===== src/rtl/ljpe_pkg.sv =====
// Shared types and constants for the Lennard-Jones pair energy accumulator.
// Used by ljpe_alu and lj_pair_energy_accumulator; depends on nothing.
`default_nettype none
package ljpe_pkg;

  localparam int ENERGY_FRAC_BITS = 16;
  localparam int TERM_SHIFT       = 44 - ENERGY_FRAC_BITS;

  localparam logic [63:0] CAPQ     = 64'h3FFF_FFFF_FFFF_FFFF;
  localparam logic [46:0] TERM_MAX = 47'h7FFF_FFFF_FFFF;

  // Combining rule codes: only the geometric code differs, every other code
  // selects the arithmetic mean.
  localparam logic [1:0] RULE_SPARE_LO  = 2'd0;
  localparam logic [1:0] RULE_RESET     = 2'd1;
  localparam logic [1:0] RULE_GEOMETRIC = 2'd2;
  localparam logic [1:0] RULE_SPARE_HI  = 2'd3;

  localparam logic [5:0] MUL_LAST  = 6'd3;
  localparam logic [5:0] DIV_LAST  = 6'd63;
  localparam logic [5:0] SQRT_LAST = 6'd15;

  typedef enum logic [1:0] {
    ALU_MUL  = 2'd0,
    ALU_DIV  = 2'd1,
    ALU_SQRT = 2'd2
  } alu_op_t;

  typedef struct packed {
    logic        start;
    alu_op_t     op;
    logic [63:0] a;
    logic [63:0] b;
  } alu_req_t;

  typedef struct packed {
    logic         done;
    logic [127:0] data;
  } alu_rsp_t;

endpackage
`default_nettype wire


===== src/rtl/ljpe_alu.sv =====
// Shared iterative arithmetic unit: 64x64 multiply (16-bit digit per cycle),
// 64/24 restoring divide and 32-bit integer square root. Uses ljpe_pkg.
`default_nettype none
module ljpe_alu (
  input  logic               clk,
  input  logic               rst,
  input  ljpe_pkg::alu_req_t req,
  output ljpe_pkg::alu_rsp_t rsp
);

  logic                busy;
  logic                done;
  ljpe_pkg::alu_op_t   op;
  logic [5:0]          cnt;
  logic [63:0]         x;
  logic [63:0]         y;
  logic [127:0]        acc;
  logic [24:0]         r;

  logic [63:0]  x_next;
  logic [63:0]  y_next;
  logic [127:0] acc_next;
  logic [24:0]  r_next;
  logic [5:0]   last_cnt;

  logic [79:0]  pp;
  logic [24:0]  div_sh;
  logic         div_ge;
  logic [18:0]  sq_sh;
  logic [18:0]  sq_trial;
  logic         sq_ge;

  always_comb begin
    pp       = x * y[63:48];
    div_sh   = {r[23:0], x[63]};
    div_ge   = div_sh >= {1'b0, y[23:0]};
    sq_sh    = {r[16:0], x[31:30]};
    sq_trial = {1'b0, acc[15:0], 2'b01};
    sq_ge    = sq_sh >= sq_trial;
    x_next   = x;
    y_next   = y;
    acc_next = acc;
    r_next   = r;
    last_cnt = ljpe_pkg::MUL_LAST;
    case (op)
      ljpe_pkg::ALU_MUL: begin
        acc_next = {acc[111:0], 16'b0} + {48'b0, pp};
        y_next   = {y[47:0], 16'b0};
        last_cnt = ljpe_pkg::MUL_LAST;
      end
      ljpe_pkg::ALU_DIV: begin
        r_next   = div_ge ? (div_sh - {1'b0, y[23:0]}) : div_sh;
        x_next   = {x[62:0], div_ge};
        last_cnt = ljpe_pkg::DIV_LAST;
      end
      ljpe_pkg::ALU_SQRT: begin
        r_next   = {6'b0, sq_ge ? (sq_sh - sq_trial) : sq_sh};
        acc_next = {acc[127:16], acc[14:0], sq_ge};
        x_next   = {x[61:0], 2'b00};
        last_cnt = ljpe_pkg::SQRT_LAST;
      end
      default: begin
        last_cnt = ljpe_pkg::MUL_LAST;
      end
    endcase
  end

  // Control: busy flag, step counter, one-cycle done pulse.
  always_ff @(posedge clk) begin
    if (rst) begin
      busy <= 1'b0;
      done <= 1'b0;
      cnt  <= '0;
    end else begin
      done <= 1'b0;
      if (req.start && !busy) begin
        busy <= 1'b1;
        cnt  <= '0;
      end else if (busy) begin
        cnt <= cnt + 6'd1;
        if (cnt == last_cnt) begin
          busy <= 1'b0;
          done <= 1'b1;
        end
      end
    end
  end

  // Datapath: load operands on start, advance one step per busy cycle.
  always_ff @(posedge clk) begin
    if (req.start && !busy) begin
      op  <= req.op;
      x   <= req.a;
      y   <= req.b;
      acc <= '0;
      r   <= '0;
    end else if (busy) begin
      x   <= x_next;
      y   <= y_next;
      acc <= acc_next;
      r   <= r_next;
    end
  end

  always_comb begin
    rsp.done = done;
    case (op)
      ljpe_pkg::ALU_DIV:  rsp.data = {64'b0, x};
      ljpe_pkg::ALU_SQRT: rsp.data = {112'b0, acc[15:0]};
      default:            rsp.data = acc;
    endcase
  end

endmodule
`default_nettype wire


===== src/rtl/lj_pair_energy_accumulator.sv =====
// Top level of the Lennard-Jones 12-6 pair energy accumulator: sequencer,
// running sum and stream ports. Uses ljpe_pkg and ljpe_alu.
`default_nettype none
// One atom pair per input transaction. The block combines sigmas (arithmetic
// mean, or geometric mean when the combining rule register is 2), takes the
// geometric mean of the epsilons, forms s = sigma^2 / r2 and the energy
// 2*eps*(s^6 - s^3), and adds it to a running signed Q32.16 sum (subtracts it
// when s_tuser marks an excluded pair). On the pair carrying s_tlast the
// saturated sum and a sticky saturation flag leave on the master side and the
// sum clears. Every operation runs on one shared iterative unit, so s_tready
// is high only while idle. Each unit operation goes through start, steps and
// done. A pair may use the 64-step divide, up to two 16-step square roots and
// up to seven 4-step multiplies: the geometric rule adds one multiply and one
// square root over the arithmetic rule, and a zero epsilon root goes straight
// to the accumulate step. A zero distance skips the divide, and a saturated
// power skips the last multiply. A finished result waits in the output
// register while the next pair is already accepted; a second final pair
// holds in the accumulate step until that register frees up.
module lj_pair_energy_accumulator (
  input  logic        clk,
  input  logic        rst,
  input  logic        cfg_we,
  input  logic [1:0]  cfg_wdata,    // combining rule
  input  logic        s_tvalid,
  output logic        s_tready,
  // sigma_a[15:0], sigma_b[31:16], epsil_a[47:32], epsil_b[63:48], dist_sq[87:64]
  input  logic [87:0] s_tdata,
  input  logic        s_tuser,      // excluded
  input  logic        s_tlast,      // last
  output logic        m_tvalid,
  input  logic        m_tready,
  output logic [47:0] m_tdata,      // energy_total[47:0]
  output logic        m_tuser       // saturated
);

  typedef enum logic [11:0] {
    ST_IDLE     = 12'b0000_0000_0001,
    ST_EPS_MUL  = 12'b0000_0000_0010,
    ST_EPS_SQRT = 12'b0000_0000_0100,
    ST_SIG_MUL  = 12'b0000_0000_1000,
    ST_SIG_SQRT = 12'b0000_0001_0000,
    ST_SQ       = 12'b0000_0010_0000,
    ST_DIV      = 12'b0000_0100_0000,
    ST_P1       = 12'b0000_1000_0000,
    ST_P2       = 12'b0001_0000_0000,
    ST_P3       = 12'b0010_0000_0000,
    ST_TERM     = 12'b0100_0000_0000,
    ST_ACC      = 12'b1000_0000_0000
  } state_t;

  state_t state;
  logic   pending;
  logic [1:0] rule;

  // latched pair
  logic [15:0] sa, sb, ea, eb;
  logic [23:0] r2;
  logic        excl, lst;

  // intermediates
  logic [31:0] tmp;
  logic [15:0] eps, sig;
  logic [63:0] s, p, s6;
  logic        psat;
  logic [47:0] term;
  logic        term_sat;

  logic [47:0] sum;
  logic        sat_flag;

  ljpe_pkg::alu_req_t req;
  ljpe_pkg::alu_rsp_t rsp;

  ljpe_alu u_alu (
    .clk (clk),
    .rst (rst),
    .req (req),
    .rsp (rsp)
  );

  logic         op_state;
  logic         q_sat;
  logic [63:0]  q_val;
  logic         neg;
  logic [63:0]  mag;
  logic [127:0] tshift;
  logic         t_sat;
  logic [46:0]  t_mag;
  logic [48:0]  sum_wide;
  logic         sum_hi, sum_lo;
  logic [47:0]  sum_next;
  logic         out_free;
  logic         emit;

  assign s_tready = (state == ST_IDLE);
  assign out_free = !m_tvalid || m_tready;
  assign emit     = (state == ST_ACC) && lst && out_free;

  // Q.32 product: floor, saturate above CAPQ.
  assign q_sat = (|rsp.data[127:96]) || (|rsp.data[95:94]);
  assign q_val = q_sat ? ljpe_pkg::CAPQ : rsp.data[95:32];

  assign neg = s6 < p;
  assign mag = neg ? (p - s6) : (s6 - p);

  // Drop the extra fraction bits of the Q.44 term; clamp the magnitude.
  assign tshift = rsp.data >> ljpe_pkg::TERM_SHIFT;
  assign t_sat  = |tshift[127:47];
  assign t_mag  = t_sat ? ljpe_pkg::TERM_MAX : tshift[46:0];

  assign sum_wide = excl ? ({sum[47], sum} - {term[47], term})
                         : ({sum[47], sum} + {term[47], term});
  assign sum_hi   = !sum_wide[48] && sum_wide[47];
  assign sum_lo   = sum_wide[48] && !sum_wide[47];
  assign sum_next = sum_hi ? {1'b0, ljpe_pkg::TERM_MAX}
                  : sum_lo ? {1'b1, 47'b0} : sum_wide[47:0];

  // Operand selection for the shared unit.
  always_comb begin
    op_state = 1'b1;
    req.op   = ljpe_pkg::ALU_MUL;
    req.a    = '0;
    req.b    = '0;
    case (state)
      ST_EPS_MUL: begin
        req.a = {48'b0, ea};
        req.b = {48'b0, eb};
      end
      ST_EPS_SQRT: begin
        req.op = ljpe_pkg::ALU_SQRT;
        req.a  = {32'b0, tmp};
      end
      ST_SIG_MUL: begin
        req.a = {48'b0, sa};
        req.b = {48'b0, sb};
      end
      ST_SIG_SQRT: begin
        req.op = ljpe_pkg::ALU_SQRT;
        req.a  = {32'b0, tmp};
      end
      ST_SQ: begin
        req.a = {48'b0, sig};
        req.b = {48'b0, sig};
      end
      ST_DIV: begin
        req.op = ljpe_pkg::ALU_DIV;
        req.a  = {8'b0, tmp, 24'b0};
        req.b  = {40'b0, r2};
      end
      ST_P1: begin
        req.a = s;
        req.b = s;
      end
      ST_P2: begin
        req.a = p;
        req.b = s;
      end
      ST_P3: begin
        req.a = p;
        req.b = p;
      end
      ST_TERM: begin
        req.a = mag;
        req.b = {47'b0, eps, 1'b0};
      end
      default: begin
        op_state = 1'b0;
      end
    endcase
    req.start = op_state && !pending;
  end

  // Sequencer and control state.
  always_ff @(posedge clk) begin
    if (rst) begin
      state    <= ST_IDLE;
      pending  <= 1'b0;
      rule     <= ljpe_pkg::RULE_RESET;
      sum      <= '0;
      sat_flag <= 1'b0;
      m_tvalid <= 1'b0;
    end else begin
      if (cfg_we) begin
        rule <= cfg_wdata;
      end
      // Load a new result, or drop the one just taken.
      if (emit) begin
        m_tvalid <= 1'b1;
      end else if (m_tvalid && m_tready) begin
        m_tvalid <= 1'b0;
      end
      if (req.start) begin
        pending <= 1'b1;
      end else if (rsp.done) begin
        pending <= 1'b0;
      end
      case (state)
        ST_IDLE: begin
          if (s_tvalid) begin
            state <= ST_EPS_MUL;
          end
        end
        ST_EPS_MUL: begin
          if (rsp.done) begin
            state <= ST_EPS_SQRT;
          end
        end
        ST_EPS_SQRT: begin
          if (rsp.done) begin
            if (rsp.data[15:0] == 16'd0) begin
              state <= ST_ACC;
            end else if (rule == ljpe_pkg::RULE_GEOMETRIC) begin
              state <= ST_SIG_MUL;
            end else begin
              state <= ST_SQ;
            end
          end
        end
        ST_SIG_MUL: begin
          if (rsp.done) begin
            state <= ST_SIG_SQRT;
          end
        end
        ST_SIG_SQRT: begin
          if (rsp.done) begin
            state <= ST_SQ;
          end
        end
        ST_SQ: begin
          if (rsp.done) begin
            state <= (r2 == 24'd0) ? ST_P1 : ST_DIV;
          end
        end
        ST_DIV: begin
          if (rsp.done) begin
            state <= ST_P1;
          end
        end
        ST_P1: begin
          if (rsp.done) begin
            state <= ST_P2;
          end
        end
        ST_P2: begin
          if (rsp.done) begin
            state <= ST_P3;
          end
        end
        ST_P3: begin
          if (rsp.done) begin
            state <= (psat || q_sat) ? ST_ACC : ST_TERM;
          end
        end
        ST_TERM: begin
          if (rsp.done) begin
            state <= ST_ACC;
          end
        end
        ST_ACC: begin
          if (!lst) begin
            sum      <= sum_next;
            sat_flag <= sat_flag || term_sat || sum_hi || sum_lo;
            state    <= ST_IDLE;
          end else if (out_free) begin
            // emit, then clear the running sum
            sum      <= '0;
            sat_flag <= 1'b0;
            state    <= ST_IDLE;
          end
        end
        default: begin
          state <= ST_IDLE;
        end
      endcase
    end
  end

  // Pair payload and intermediates.
  always_ff @(posedge clk) begin
    case (state)
      ST_IDLE: begin
        if (s_tvalid) begin
          sa       <= s_tdata[15:0];
          sb       <= s_tdata[31:16];
          ea       <= s_tdata[47:32];
          eb       <= s_tdata[63:48];
          r2       <= s_tdata[87:64];
          excl     <= s_tuser;
          lst      <= s_tlast;
          psat     <= 1'b0;
          term     <= '0;
          term_sat <= 1'b0;
        end
      end
      ST_EPS_MUL, ST_SIG_MUL: begin
        if (rsp.done) begin
          tmp <= rsp.data[31:0];
        end
      end
      ST_EPS_SQRT: begin
        if (rsp.done) begin
          eps <= rsp.data[15:0];
          sig <= 16'(({1'b0, sa} + {1'b0, sb}) >> 1);
        end
      end
      ST_SIG_SQRT: begin
        if (rsp.done) begin
          sig <= rsp.data[15:0];
        end
      end
      ST_SQ: begin
        if (rsp.done) begin
          tmp <= rsp.data[31:0];
          if (r2 == 24'd0) begin
            psat <= 1'b1;
            s    <= ljpe_pkg::CAPQ;
          end
        end
      end
      ST_DIV: begin
        if (rsp.done) begin
          s <= rsp.data[63:0];
        end
      end
      ST_P1, ST_P2: begin
        if (rsp.done) begin
          p    <= q_val;
          psat <= psat || q_sat;
        end
      end
      ST_P3: begin
        if (rsp.done) begin
          s6 <= q_val;
          if (psat || q_sat) begin
            term     <= {1'b0, ljpe_pkg::TERM_MAX};
            term_sat <= 1'b1;
          end
        end
      end
      ST_TERM: begin
        if (rsp.done) begin
          term     <= neg ? (48'd0 - {1'b0, t_mag}) : {1'b0, t_mag};
          term_sat <= t_sat;
        end
      end
      ST_ACC: begin
        if (lst && out_free) begin
          m_tdata <= sum_next;
          m_tuser <= sat_flag || term_sat || sum_hi || sum_lo;
        end
      end
      default: begin
        term_sat <= term_sat;
      end
    endcase
  end

endmodule
`default_nettype wire

===== config.mk =====
export PLATFORM = sky130hd
export DESIGN_NAME = lj_pair_energy_accumulator
export DESIGN_NICKNAME = d
export VERILOG_FILES = /design/src/rtl/ljpe_pkg.sv /design/src/rtl/ljpe_alu.sv /design/src/rtl/lj_pair_energy_accumulator.sv
export SDC_FILE = /design/constraint.sdc
export NUM_CORES = 2
export LEC_CHECK = 0
export BUFFER_PORTS_ARGS = -buffer_cell sky130_fd_sc_hd__buf_2
export CAP_MARGIN = 30
export CORE_ASPECT_RATIO = 1.2
export CORE_MARGIN = 2
export CORE_UTILIZATION = 59
export DETAILED_ROUTE_END_ITERATION = 8
export PLACE_DENSITY = 0.79
export SETUP_SLACK_MARGIN = 0.02
export SLEW_MARGIN = 20
export SYNTH_ARGS = -nofsm -noshare
export SYNTH_HDL_FRONTEND = slang
export SYNTH_SLANG_ARGS = --single-unit

===== constraint.sdc =====
create_clock -name clk -period 7 [get_ports clk]
set_input_delay 0.35 -clock clk [delete_from_list [all_inputs] [get_ports clk]]
set_output_delay 0.35 -clock clk [all_outputs]
set_load 0.01 [all_outputs]

==> metrics.txt <==
Setup-failing EPs final 60; Period Utilization, post-route 106%; Core Region 0.141 mm2; Clock Tree Root clkbuf_16; Top FF cell, synth edfxtp_1; critical path buffer and inverter count 7; CP Capture Type flop; crit path max fanout 8; Worst-Skew Late Latency 770 ps; Max Cap Viol 0; Area growth syn-to-layout 20.6%; CP delay by family, top adder cells; #FFs+latches synth 800; Initial Util 59.4%; TritonCTS buffer count 88; Final Util 71.7%; critical path's largest stage delay 570 ps; RD Place Congestion 1.08; Cell Count, Final, Fillers Out roughly 12000; CP most frequent cell fa_1; Simple-Gate Fraction of Synth Area 15.3%; hold path start rst; Fin. Hold Viols 0; register area roughly 0.022 mm2; FF-to-FF Start u_alu.y[53]; TritonCTS Sinks 800; most frequent cells in the layout 1410 x inv_1, 1213 x nand2_1, 885 x fa_1; Worst Max-Slew Pin Slew ~1300 ps; TritonCTS clock tree yes; die area 0.145 mm2; RSZ-0062 raised after global routing yes; # rows 151; I/O Pins 148; Synth Area in Compound Gates 16.1%; crit path launch u_alu.y[53]; multiplexer share of the synthesized area under 10%; Hold WS 52.1 ps; width of the chip 348 um; post-DR wirelength/cell approximately 29 um; largest family of logic cells by synthesized area adder cells; Worst Path Arrival around 8000 ps; worst path required time 7590 ps; vias in the first global route 78600; outcome finished, violations left; total track usage 47.2%; Post-synth EDFFs about 580; area of the multi-input gates around 0.057 mm2; drt total wl 347000 um; Pins Over Slew Limit 0; DR iter-0 viols 9440; initial antenna violation count 29; Fmax 0.134 GHz; XOR/XNOR share of the synthesized area 3.37%; critical path type flop to flop; Final WS setup -446 ps; Slew headroom 15.3%; Seq/Total Area, Yosys 26.0%; Tmin final roughly 7400 ps; Clock Skew 77.4 ps; Critical Path Slowest Stage Cell fa_1; filler instances slightly above 10000; critical path launch point type flop; yosys warns 0; total placed cells including tap cells around 12000; antenna-violating nets left 0; clk buf depth 3; Layout Nets approximately 12000; DR DRC count 15; first drt pass iteration count 9; Via density between 6 and 7; Clock transition at path regs ~70 ps; height of the die around 420 um; largest net degree at the start of global routing 126; Min-Delay Path Class input port to flop; post-DP HPWL 260000 um; via count 78000; layout cells sized above 1 18.2%; setup TNS -14540 ps; first-pass GRT wire length 502000 um; Syn Area/Cell slightly below 9 um2; failing checks design-rule violations, negative setup slack; Post-Synth Adder-Cell Area 28.5%; Netlist Area Pre-Place 0.0837 mm2; Mapped Cells ~9500; Overflow after GRT 0; most common cell after layout, fill and taps aside inv_1; Unique masters post-synth 97; H-tree levels 3; Post-synth ARST share 0%; I/O Buffers 147
==> area by class of cell <==
type                       instances  area share, %
multi-input combinational       6577           56.4
sequential                       800           21.6
timing repair buffer            1235           11.2
inverter                        1487           5.53
clock buffer                     108           2.36
tap                             1836           2.27
clock inverter                    57          0.681
antenna                           15         0.0372
==> path summary, 6_finish.rpt <==
kind / end / slack (ps) / cells after the start
hold / removal: state[4] / 50 / 2
hold reg to reg: u_alu.acc[116] / 460 / 2
setup / recovery: u_alu.acc[115] / -450 / 26
setup reg to reg: u_alu.acc[115] / -450 / 26
==> layer usage <==
metal	part of all wire [%]	track usage, %
met1	31	51.4
met4	11	41.8
met2	46	75.3
met5	0.041	0
met3	11	13.4
==> worst reg2reg max path, cell delays in order, from the launching register on <==
cell,delay [ps]
edfxtp_1,430
buf_12,190
buf_8,130
and2_4,160
fa_1,520
inv_2,50
fa_1,530
fa_2,390
fa_1,550
inv_1,60
fa_1,570
fa_2,490
ha_4,320
a21oi_4,60
o21ai_4,180
a311o_1,260
a221oi_4,120
a2111o_1,520
a21boi_4,340
o221a_4,310
o211ai_1,150
buf_6,190
buf_4,140
buf_4,130
a211oi_2,230
xnor2_1,190
o21ai_1,100
==> synthesized netlist by cell type, drive strengths merged, types with 48 or more instances <==
cell type  instances  share of area (%)
a21o             191                1.7
dfxtp            225                5.4
o21ai            487                2.9
xnor2            222                2.3
a21oi            565                3.4
and2             391                2.9
nand3            114               0.68
buf               54               0.30
nor4              56               0.44
a211oi            69               0.62
nor2b             55               0.41
mux2i             79               0.94
a22oi             96               0.86
o21bai            65               0.58
fa               935                 22
nor2             395                1.8
edfxtp           575                 21
nand2b            48               0.36
nor3             110               0.67
a222oi            62               0.74
o211ai            52               0.47
nand4            108               0.81
ha               407                6.1
nand2           1259                5.7
clkbuf           560                2.5
inv             1486                6.7
and3              70               0.52
a31oi             76               0.57
xor2             100                1.0
a221oi            79               0.83
a22o              49               0.51
==> state kept, by name, summed over array words and instances, names as in the netlist, 24 cells and up <==
name,flops
u_alu.acc,128
p,64
s6,64
s,64
u_alu.x,64
u_alu.y,64
m_tdata,48
sum,48
term,48
tmp,32
r2,24
u_alu.r,24
==> timing repair <==
| item | in CTS | in global routing |
|---|---|---|
| hold buffers | 94 | 0 |
| setup endpoints to repair | 92 | 162 |
| setup buffers | 93 | 66 |
| endpoints found under the hold margin | 92 | 0 |
| pin swaps | 220 | 267 |
| gates cloned | 17 | 5 |
| gates resized for setup | 496 | 329 |
==> cells by family after synthesis <==
logic type,after synthesis
buffers and inverters,2101
flip-flops,800
XOR/XNOR,322
adder cells (fa/ha/maj),1344
other,1
multiplexers,104
AO/OA/AOI/OAI,2073
AND/OR/NAND/NOR,2730
==> through the flow <==
step	instance area (um2)	setup slack, ps
after global placement	91700	-1110
final	101000	-446
after CTS	99100	-226
after detailed placement	91700	-1250
after floorplan	83800	34.0
after global routing	101000	-560
Power is left out: the tool's default activity adds up to more than one toggle a clock period on the data nets, which glitch-free logic cannot reach.
